### config.mk
export PLATFORM = sky130hd
export DESIGN_NAME = neural_activation_unit
export DESIGN_NICKNAME = d
export VERILOG_FILES = /design/src/sv/nau_pkg.sv /design/src/sv/nau_interp.sv /design/src/sv/nau_post.sv /design/src/sv/neural_activation_unit.sv
export SDC_FILE = /design/constraint.sdc
export NUM_CORES = 1
export LEC_CHECK = 0
export BUFFER_PORTS_ARGS = -buffer_cell sky130_fd_sc_hd__buf_2
export CORE_MARGIN = 1
export CORE_UTILIZATION = 40
export CTS_CLUSTER_DIAMETER = 200
export DETAILED_ROUTE_END_ITERATION = 7
export MAX_ROUTING_LAYER = met4
export PLACE_DENSITY = 0.61
export SLEW_MARGIN = 20
export SYNTH_ARGS = -nofsm -noshare
export SYNTH_HDL_FRONTEND = slang
export SYNTH_SLANG_ARGS = --single-unit
export TNS_END_PERCENT = 100
### constraint.sdc
create_clock -name clock -period 11.9 [get_ports clock]
set_input_delay 0.595 -clock clock [delete_from_list [all_inputs] [get_ports clock]]
set_output_delay 0.595 -clock clock [all_outputs]
set_load 0.05 [all_outputs]
### src/sv/nau_pkg.sv
// ----------------------------------------------------------------------------
// Neural activation unit package
// Shared widths, codes, stage word types and the constant tanh breakpoint
// table for the activation pipeline.
// ----------------------------------------------------------------------------
package nau_pkg;

   localparam int DATA_WIDTH     = 16;
   localparam int FRAC_BITS      = 12;
   localparam int TABLE_SEGMENTS = 64;

   // Segment index and breakpoint geometry.
   localparam int SEG_W     = $clog2(TABLE_SEGMENTS);
   localparam int IDX_W     = SEG_W + 1;
   localparam int SEG_SHIFT = DATA_WIDTH - 1 - SEG_W;

   // Datapath widths.
   localparam int MAG_W        = DATA_WIDTH;
   localparam int FRAC_W       = SEG_SHIFT + 2;
   localparam int TAB_W        = FRAC_BITS + 1;
   localparam int SLOPE_PROD_W = TAB_W + FRAC_W;
   localparam int LEAK_PROD_W  = MAG_W + TAB_W;
   localparam int LEAK_W       = DATA_WIDTH - 1;
   localparam int SQ_PROD_W    = 2 * TAB_W;
   localparam int RES_W        = DATA_WIDTH + 2;

   localparam int PIPE_LATENCY = 5;

   localparam logic [TAB_W-1:0] FIX_ONE   = TAB_W'(2 ** FRAC_BITS);
   localparam logic [TAB_W-1:0] LEAKY     = TAB_W'((2 ** FRAC_BITS + 5) / 10);
   localparam logic [TAB_W-1:0] FIX_HALF  = TAB_W'(2 ** (FRAC_BITS - 1));
   localparam logic signed [RES_W-1:0] SAT_MAX =
      RES_W'((longint'(1) <<< (DATA_WIDTH - 1)) - 1);
   localparam logic signed [RES_W-1:0] SAT_MIN = -SAT_MAX - RES_W'(1);

   localparam longint Q30_ONE   = longint'(1) <<< 30;
   localparam longint E_INV_Q30 = 395007543;

   typedef enum logic [2:0] {
      KIND_TANH    = 3'd0,
      KIND_SIGMOID = 3'd1,
      KIND_RELU    = 3'd2,
      KIND_LEAKY   = 3'd3,
      KIND_LINEAR  = 3'd4
   } kind_type;

   typedef enum logic {
      OP_VALUE = 1'b0,
      OP_DERIV = 1'b1
   } op_type;

   // Control that travels alongside each word through the pipeline.
   typedef struct packed {
      kind_type                      kind;
      op_type                        op;
      logic                          neg;
      logic signed [DATA_WIDTH-1:0]  x;
   } item_ctl_type;

   // Word handed from the interpolation stages to the output stages.
   typedef struct packed {
      logic               valid;
      item_ctl_type       ctl;
      logic [TAB_W-1:0]   t_mag;
      logic [TAB_W-1:0]   sig;
      logic [LEAK_W-1:0]  leak;
   } interp_out_type;

   typedef logic [TAB_W-1:0] tanh_tab_type [0:TABLE_SEGMENTS];

   // Truncating quotient of two non-negative values by long division; it is
   // only ever evaluated while the table below is built.
   function automatic longint quotient_u(input longint a, input longint b);
      longint q;
      longint rem;
      q   = 0;
      rem = 0;
      for (int b_pos = 62; b_pos >= 0; b_pos--) begin
         rem = (rem <<< 1) | ((a >>> b_pos) & longint'(1));
         if (rem >= b) begin
            rem = rem - b;
            q   = q | (longint'(1) <<< b_pos);
         end
      end
      return q;
   endfunction

   // Evaluated once at elaboration: tanh at each breakpoint, built from
   // exp(-2b) in Q30, with a series for the fraction and repeated
   // multiplication by 1/e for the whole part.
   function automatic tanh_tab_type build_tanh_tab();
      tanh_tab_type tab;
      longint bpt;
      longint u;
      longint n;
      longint f;
      longint sum;
      longint term;
      longint e;
      longint num;
      longint den;
      for (int i = 0; i <= TABLE_SEGMENTS; i++) begin
         bpt = (longint'(i) * (longint'(1) <<< (DATA_WIDTH - 1))) / TABLE_SEGMENTS;
         u   = 2 * bpt;
         n   = u >>> FRAC_BITS;
         f   = u & ((longint'(1) <<< FRAC_BITS) - 1);
         if (n >= 64) begin
            e = 0;
         end else begin
            sum  = Q30_ONE;
            term = Q30_ONE;
            for (int k = 1; k <= 20; k++) begin
               term = quotient_u((term * f) >>> FRAC_BITS, longint'(k));
               if ((k & 1) == 1) begin
                  sum = sum - term;
               end else begin
                  sum = sum + term;
               end
            end
            for (longint j = 0; j < n; j++) begin
               sum = (sum * E_INV_Q30 + (Q30_ONE >>> 1)) >>> 30;
            end
            e = sum;
         end
         num    = (Q30_ONE - e) <<< FRAC_BITS;
         den    = Q30_ONE + e;
         tab[i] = TAB_W'(quotient_u(num + (den >>> 1), den));
      end
      return tab;
   endfunction

   localparam tanh_tab_type TANH_TAB = build_tanh_tab();

endpackage

### src/sv/nau_interp.sv
// ----------------------------------------------------------------------------
// Tanh interpolation stages
// Three register stages: magnitude and segment split, table read with slope
// multiply, then interpolated tanh magnitude, sigmoid and leaky value.
// ----------------------------------------------------------------------------
module nau_interp
   import nau_pkg::*;
(
   input  logic                          clock,
   input  logic                          reset,
   input  logic                          in_valid,
   input  op_type                        in_op,
   input  logic signed [DATA_WIDTH-1:0]  in_operand,
   input  kind_type                      in_kind,
   output interp_out_type                out
);

   // Stage 1 signals.
   logic              neg;
   logic [MAG_W-1:0]  operand_u;
   logic [MAG_W-1:0]  mag;
   logic              half_sel;
   logic [MAG_W-1:0]  idx_wide;
   logic [SEG_W-1:0]  idx;
   logic [MAG_W-1:0]  seg_base;

   logic              v1_ff, v1_in;
   item_ctl_type      ctl1_ff, ctl1_in;
   logic [SEG_W-1:0]  idx1_ff, idx1_in;
   logic [FRAC_W-1:0] frac1_ff, frac1_in;
   logic [MAG_W-1:0]  mag1_ff, mag1_in;

   // Stage 2 signals.
   logic [IDX_W-1:0]        idx_lo;
   logic [IDX_W-1:0]        idx_hi;
   logic [TAB_W-1:0]        tab_lo;
   logic [TAB_W-1:0]        tab_hi;
   logic [TAB_W-1:0]        slope;

   logic                    v2_ff, v2_in;
   item_ctl_type            ctl2_ff, ctl2_in;
   logic [TAB_W-1:0]        base2_ff, base2_in;
   logic [SLOPE_PROD_W-1:0] sprod2_ff, sprod2_in;
   logic [LEAK_PROD_W-1:0]  lprod2_ff, lprod2_in;

   // Stage 3 signals.
   logic [SLOPE_PROD_W-1:0] step;
   logic [TAB_W-1:0]        t_mag;
   logic [TAB_W:0]          sig_sum;
   logic [LEAK_PROD_W-1:0]  leak_round;
   interp_out_type          out_ff, out_in;

   // Stage 1: magnitude, segment index and offset within the segment.
   always_comb begin
      neg       = in_operand[DATA_WIDTH-1];
      operand_u = MAG_W'(in_operand);
      mag       = neg ? (~operand_u + MAG_W'(1)) : operand_u;
      half_sel  = (in_kind == KIND_SIGMOID);
      idx_wide  = half_sel ? (mag >> (SEG_SHIFT + 1)) : (mag >> SEG_SHIFT);
      if (idx_wide > MAG_W'(TABLE_SEGMENTS - 1)) begin
         idx = SEG_W'(TABLE_SEGMENTS - 1);
      end else begin
         idx = idx_wide[SEG_W-1:0];
      end
      seg_base = half_sel ? (MAG_W'(idx) << (SEG_SHIFT + 1)) : (MAG_W'(idx) << SEG_SHIFT);

      v1_in          = in_valid;
      ctl1_in.kind   = in_kind;
      ctl1_in.op     = in_op;
      ctl1_in.neg    = neg;
      ctl1_in.x      = in_operand;
      idx1_in        = idx;
      frac1_in       = FRAC_W'(mag - seg_base);
      mag1_in        = mag;
   end

   // Stage 2: breakpoint read and slope times offset.
   always_comb begin
      idx_lo    = IDX_W'(idx1_ff);
      idx_hi    = IDX_W'(idx1_ff) + IDX_W'(1);
      tab_lo    = TANH_TAB[idx_lo];
      tab_hi    = TANH_TAB[idx_hi];
      slope     = tab_hi - tab_lo;

      v2_in     = v1_ff;
      ctl2_in   = ctl1_ff;
      base2_in  = tab_lo;
      sprod2_in = SLOPE_PROD_W'(slope) * SLOPE_PROD_W'(frac1_ff);
      lprod2_in = LEAK_PROD_W'(mag1_ff) * LEAK_PROD_W'(LEAKY);
   end

   // Stage 3: interpolated magnitude, sigmoid and rounded leaky product.
   always_comb begin
      if (ctl2_ff.kind == KIND_SIGMOID) begin
         step = sprod2_ff >> (SEG_SHIFT + 1);
      end else begin
         step = sprod2_ff >> SEG_SHIFT;
      end
      t_mag = base2_ff + TAB_W'(step);
      if (ctl2_ff.neg) begin
         sig_sum = (TAB_W + 1)'(FIX_ONE) + (TAB_W + 1)'(1) - (TAB_W + 1)'(t_mag);
      end else begin
         sig_sum = (TAB_W + 1)'(FIX_ONE) + (TAB_W + 1)'(1) + (TAB_W + 1)'(t_mag);
      end
      leak_round = (lprod2_ff + LEAK_PROD_W'(FIX_HALF)) >> FRAC_BITS;

      out_in.valid = v2_ff;
      out_in.ctl   = ctl2_ff;
      out_in.t_mag = t_mag;
      out_in.sig   = sig_sum[TAB_W:1];
      out_in.leak  = LEAK_W'(leak_round);
   end

   always_ff @(posedge clock) begin
      if (reset) begin
         v1_ff  <= 1'b0;
         v2_ff  <= 1'b0;
         out_ff <= '0;
      end else begin
         v1_ff  <= v1_in;
         v2_ff  <= v2_in;
         out_ff <= out_in;
      end
   end

   always_ff @(posedge clock) begin
      ctl1_ff      <= ctl1_in;
      idx1_ff      <= idx1_in;
      frac1_ff     <= frac1_in;
      mag1_ff      <= mag1_in;
      ctl2_ff      <= ctl2_in;
      base2_ff     <= base2_in;
      sprod2_ff    <= sprod2_in;
      lprod2_ff    <= lprod2_in;
   end

   assign out = out_ff;

endmodule

### src/sv/nau_post.sv
// ----------------------------------------------------------------------------
// Output stages
// Derivative product stage, then function selection, saturation and the
// output register.
// ----------------------------------------------------------------------------
module nau_post
   import nau_pkg::*;
(
   input  logic                          clock,
   input  logic                          reset,
   input  interp_out_type                in,
   output logic                          rsp_valid,
   output logic signed [DATA_WIDTH-1:0]  rsp_result,
   output logic                          rsp_invalid_kind
);

   // Stage 4 signals.
   logic [TAB_W-1:0]     mul_a;
   logic [TAB_W-1:0]     mul_b;

   logic                 v4_ff, v4_in;
   item_ctl_type         ctl4_ff, ctl4_in;
   logic [TAB_W-1:0]     tmag4_ff, tmag4_in;
   logic [TAB_W-1:0]     sig4_ff, sig4_in;
   logic [LEAK_W-1:0]    leak4_ff, leak4_in;
   logic [SQ_PROD_W-1:0] sq4_ff, sq4_in;

   // Stage 5 signals.
   logic [SQ_PROD_W-1:0]     sq_round;
   logic signed [RES_W-1:0]  one_s;
   logic signed [RES_W-1:0]  x_s;
   logic signed [RES_W-1:0]  tmag_s;
   logic signed [RES_W-1:0]  sq_s;
   logic                     x_pos;
   logic signed [RES_W-1:0]  r;
   logic                     bad;

   logic                          rsp_valid_ff, rsp_valid_in;
   logic signed [DATA_WIDTH-1:0]  rsp_result_ff, rsp_result_in;
   logic                          rsp_invalid_ff, rsp_invalid_in;

   // Stage 4: t*t for the tanh slope, s*(1-s) for the sigmoid slope.
   always_comb begin
      if (in.ctl.kind == KIND_SIGMOID) begin
         mul_a = in.sig;
         mul_b = FIX_ONE - in.sig;
      end else begin
         mul_a = in.t_mag;
         mul_b = in.t_mag;
      end
      v4_in    = in.valid;
      ctl4_in  = in.ctl;
      tmag4_in = in.t_mag;
      sig4_in  = in.sig;
      leak4_in = in.leak;
      sq4_in   = SQ_PROD_W'(mul_a) * SQ_PROD_W'(mul_b);
   end

   // Stage 5: pick the answer for the kind and opcode, then saturate.
   always_comb begin
      sq_round = (sq4_ff + SQ_PROD_W'(FIX_HALF)) >> FRAC_BITS;
      one_s    = $signed(RES_W'(FIX_ONE));
      x_s      = RES_W'(ctl4_ff.x);
      tmag_s   = $signed(RES_W'(tmag4_ff));
      sq_s     = $signed(RES_W'(sq_round));
      x_pos    = !ctl4_ff.neg && (ctl4_ff.x != '0);
      bad      = 1'b0;
      unique case (ctl4_ff.kind)
         KIND_TANH: begin
            if (ctl4_ff.op == OP_DERIV) begin
               r = one_s - sq_s;
            end else begin
               r = ctl4_ff.neg ? -tmag_s : tmag_s;
            end
         end
         KIND_SIGMOID: begin
            if (ctl4_ff.op == OP_DERIV) begin
               r = sq_s;
            end else begin
               r = $signed(RES_W'(sig4_ff));
            end
         end
         KIND_RELU: begin
            if (ctl4_ff.op == OP_DERIV) begin
               r = x_pos ? one_s : '0;
            end else begin
               r = x_pos ? x_s : '0;
            end
         end
         KIND_LEAKY: begin
            if (ctl4_ff.op == OP_DERIV) begin
               r = x_pos ? one_s : $signed(RES_W'(LEAKY));
            end else if (ctl4_ff.neg) begin
               r = -$signed(RES_W'(leak4_ff));
            end else begin
               r = x_s;
            end
         end
         KIND_LINEAR: begin
            r = (ctl4_ff.op == OP_DERIV) ? one_s : x_s;
         end
         default: begin
            r   = '0;
            bad = 1'b1;
         end
      endcase

      priority if (r > SAT_MAX) begin
         rsp_result_in = DATA_WIDTH'(SAT_MAX);
      end else if (r < SAT_MIN) begin
         rsp_result_in = DATA_WIDTH'(SAT_MIN);
      end else begin
         rsp_result_in = DATA_WIDTH'(r);
      end
      rsp_valid_in   = v4_ff;
      rsp_invalid_in = bad;
   end

   always_ff @(posedge clock) begin
      if (reset) begin
         v4_ff        <= 1'b0;
         rsp_valid_ff <= 1'b0;
      end else begin
         v4_ff        <= v4_in;
         rsp_valid_ff <= rsp_valid_in;
      end
   end

   always_ff @(posedge clock) begin
      ctl4_ff        <= ctl4_in;
      tmag4_ff       <= tmag4_in;
      sig4_ff        <= sig4_in;
      leak4_ff       <= leak4_in;
      sq4_ff         <= sq4_in;
      rsp_result_ff  <= rsp_result_in;
      rsp_invalid_ff <= rsp_invalid_in;
   end

   assign rsp_valid        = rsp_valid_ff;
   assign rsp_result       = rsp_result_ff;
   assign rsp_invalid_kind = rsp_invalid_ff;

endmodule

### src/sv/neural_activation_unit.sv
// ----------------------------------------------------------------------------
// Neural activation unit
// Applies tanh, sigmoid, ReLU, leaky ReLU or linear activation, or the
// derivative of it, to a stream of signed Q4.12 words.
// ----------------------------------------------------------------------------
// The unit takes one word in every clock cycle: busy is held low, so a word
// is taken at every rising edge at which start is high. Each word comes back
// on a one-cycle rsp_valid strobe, in the order it went in; the receiver
// cannot hold results back and must take each word in the cycle it is shown.
// Each word passes through the pipeline registers in order: segment split,
// table read with slope multiply, interpolation, derivative multiply, then
// selection and saturation into the output register. The user must write
// the activation kind through csr_write_enable and csr_write_data only
// while no word is in flight; the unit does not enforce this. The kind
// resets to tanh. An undefined kind returns zero with rsp_invalid_kind set.
// ----------------------------------------------------------------------------
module neural_activation_unit
   import nau_pkg::*;
(
   input  logic                          clock,
   input  logic                          reset,
   input  logic                          start,
   output logic                          busy,
   input  logic                          req_opcode,
   input  logic signed [DATA_WIDTH-1:0]  req_operand,
   input  logic                          csr_write_enable,
   input  logic [2:0]                    csr_write_data,
   output logic                          rsp_valid,
   output logic signed [DATA_WIDTH-1:0]  rsp_result,
   output logic                          rsp_invalid_kind
);

   // Activation kind register. Codes five to seven are held as written and
   // flagged as invalid at the output stage.
   logic [2:0]     activation_kind_ff, activation_kind_in;

   interp_out_type interp_word;

   always_comb begin
      activation_kind_in = csr_write_enable ? csr_write_data : activation_kind_ff;
   end

   always_ff @(posedge clock) begin
      if (reset) begin
         activation_kind_ff <= 3'(KIND_TANH);
      end else begin
         activation_kind_ff <= activation_kind_in;
      end
   end

   // Every stage advances each cycle and nothing downstream can push back,
   // so the unit is never busy.
   assign busy = 1'b0;

   // Stages one to three: magnitude, tanh table interpolation, sigmoid and
   // the leaky ReLU product. The kind is sampled with the word so that it
   // travels down the pipeline alongside it.
   nau_interp u_interp (
      .clock      (clock),
      .reset      (reset),
      .in_valid   (start),
      .in_op      (op_type'(req_opcode)),
      .in_operand (req_operand),
      .in_kind    (kind_type'(activation_kind_ff)),
      .out        (interp_word)
   );

   // Stages four and five: derivative product, function selection,
   // saturation and the output register.
   nau_post u_post (
      .clock            (clock),
      .reset            (reset),
      .in               (interp_word),
      .rsp_valid        (rsp_valid),
      .rsp_result       (rsp_result),
      .rsp_invalid_kind (rsp_invalid_kind)
   );

endmodule

==> flow_summary.toml <==
[sta]
finalHoldViolCount = 0
tightest_slew_ns = 1.221
slew_headroom_pct = 18.61
drv_slew = 0
maxClockFrequency_ghz = 0.09696
period_share_pct = 86.67
rsz0062_at_grt = "no"
whs_ns = 0.1609
setup_viol_count_final = 0
min_period_ns = 10.31
finClkSkew_ns = 0.02659
fin_setup_tns_ns = 0

[clocking]
postCtsHoldBufs = 0
clock_latency_ns = 0.55
clock_sinks = 264
htreeDepth = 1
root_buffer = "clkbuf_16"
cts_made_buffers = 28
cts_setup_buffers = 0
path_clk_slew_ns = 0.06
clk_path_buf_depth = 3
post_cts_resized = 0
cts_tree = "built"

[setup_path]
required_ns = 12.31
crit_fanout = 28
crit_type = "reg -> reg"
slowest_delay_ns = 0.85
crit_arrival_ns = 10.72
crit_top_cell = "fa_1"
cp-start-kind = "register"
slowest_stage = "ha_1"
endpoint_kind = "register"

[floorplanning]
die_w_um = 247.4
die_h_um = 247.4
rows = 89
die-area_mm2 = 0.06121
io_pins = 43
initial_core_util_pct = 40.66
core_area_mm2 = 0.05924

[yosys]
synth_seq_cells = 264
ys_seq_area_share_pct = 21.94
synthTopCellsByArea = "dfxtp_1 (22%), fa_1 (21%), ha_1 (12%), inv_1 (6.2%), nand2_1 (4.8%)"
synth_area_leader_cell = "dfxtp_1"
synthFlopType = "dfxtp_1"
yosysWarningCount = 0
synth_cell_type_count = 102
synth_area_mm2 = 0.02409
synth_edf_count = 0
async_flop_share_pct = 0
synth_nets = 3256
netlist_instances = 2743
synth.avg_cell_area_um2 = 8.783
synth_top_area_share_pct = 21.94

[detailed_routing]
route.vias.total = 18370
first_iter_violations = 1361
viasPerCell = 5.235
firstDrtPassIters = 8
wl_mm = 61.12
wl_met3_mm = 2.858
drtAntennaViolNets = 0
dr_wl_met2_mm = 29.16
maxUsedRoutingLayer = "met4"
met1_length_mm = 27.68
drcViolationCount = 5
post_drt_wl_per_cell_um = 17.42

[layout]
final_common_cell = "inv_1"
final_nets = 3230
antenna_cells = 0
drive_gt1_share_pct = 6.508
layout_common_cells = "inv_1 (399), nand2_1 (311), dfxtp_1 (263), fa_1 (253), ha_1 (236)"
syn_to_final_growth_pct = 7.458
fillers = 5841

[placement]
dp_hpwl_mm = 49.06
port_buffers = 41
gp_congestion = 0.9575

[outcome]
outcome = "finished, violations left"
violations = "DRC"

[global_route]
antenna_found_initial = 1
grt_max_degree = 69
grt_pass1_wl_mm = 99.82
grtUsageTotal_pct = 20.93
first_global_vias = 18920
grt_overflow = 0

[hold_path]
hold_path.class = "in -> reg"

[run]
drv_cap = 0
## cell type report
cell class	instances	area (um^2)	area share [%]
well taps	773	967.2	3.736
clock buffers	36	812.0	3.137
multi-input cells	1963	16840	65.07
flip-flops and latches	264	5286	20.42
inverters	401	1505	5.814
clock inverters	12	132.6	0.5123
repair buffers	59	340.3	1.315
## Yosys cell counts, types with 8 or more instances
cell type  instances
inv_1            399
nand2_1          311
dfxtp_1          264
fa_1             253
ha_1             236
nor2_1           180
xnor2_1           94
a21oi_1           93
clkbuf_1          89
o21ai_0           79
and2_1            65
nor2b_1           63
nand3_1           55
xor2_1            51
nor3_1            49
nand2b_1          37
mux2i_1           25
o21a_1            23
and3_1            21
mux2_2            20
or3_1             20
nand4_1           18
o31ai_1           18
a31oi_1           17
a211oi_1          15
nor4_1            15
a21o_1            14
o211ai_1          11
o22ai_1           10
a21boi_0           9
a22oi_1            9
buf_2              9
o21ai_1            9
o21ai_2            8
or4_1              8
## routing by layer
| layer | GRT usage (%) | vias up |
|---|---|---|
| met2 | 34.83 | 501 |
| li1 | - | 8889 |
| met3 | 2.044 | 95 |
| met4 | 4.800 | 0 |
| met1 | 27.40 | 8881 |
| met5 | - | - |
## flip-flops by register name, summed over array words and instances, names as in the netlist, 3 cells and up
| signal | count |
|---|---|
| u_interp.ctl1_ff | 20 |
| u_post.sig4_ff | 13 |
| u_post.tmag4_ff | 13 |
| activation_kind_ff | 3 |
| u_interp.sprod2_ff | 14 |
| u_interp.frac1_ff | 10 |
| u_post.sq4_ff | 15 |
| u_interp.mag1_ff | 7 |
| u_interp.lprod2_ff | 14 |
| u_interp.base2_ff | 13 |
| u_post.rsp_result | 16 |
| u_interp.idx1_ff | 6 |
| u_interp.ctl2_ff | 20 |
| u_post.ctl4_ff | 20 |
| u_interp.out | 61 |
| u_post.leak4_ff | 14 |
## kinds of logic (layout without fill, tap and decap cells)
kind of cell / Yosys count / after routing / share of synthesized area [%]
and+or+nand+nor: 889 / 889 / 17.97
other: 1 / 1 / 0.01557
adders and majority gates: 489 / 489 / 33.28
buffers and inverters: 516 / 508 / 8.331
DFF: 264 / 264 / 21.94
AOI/OAI and AO/OA: 390 / 390 / 10.92
xor gates and xnor gates: 147 / 147 / 5.433
muxes: 47 / 47 / 2.114
## worst max-delay path, delay by kind of cell, from the launching register on
kind	cells	cell delay, ns
xor+xnor	2	1.08
mux	1	0.42
buf+inv	4	0.25
flops	1	0.73
compound gates	12	2.05
simple gates	5	0.81
fa+ha+maj	10	4.82
## stage by stage
| step | setup slack [ns] | std cells | area, um^2 | util (%) |
|---|---|---|---|---|
| floorplan | 3.352 | 2743 | 24090 | - |
| global placement | 1.837 | 3460 | 24910 | 42.05 |
| detailed placement | 1.450 | 3460 | 24920 | 42.07 |
| CTS | 1.372 | 3508 | 25870 | 43.66 |
| global route | 0.8634 | 3508 | 25890 | 43.70 |
| finish | 1.586 | 3508 | 25890 | 43.70 |
## final timing paths
check                                          from                      to  slack [ns]  cells after the start
worst max-delay path            u_interp.idx1_ff[1]  u_interp.sprod2_ff[22]        1.59                     34
worst min-delay path                     req_opcode    u_interp.ctl1_ff[17]        0.16                      1
worst max register to register  u_interp.idx1_ff[1]  u_interp.sprod2_ff[22]        1.59                     34
worst min register to register     u_interp.out[56]      u_post.ctl4_ff[16]        0.31                      0
Power is left out: the tool's default activity adds up to more than one toggle a clock period on the data nets, which glitch-free logic cannot reach.
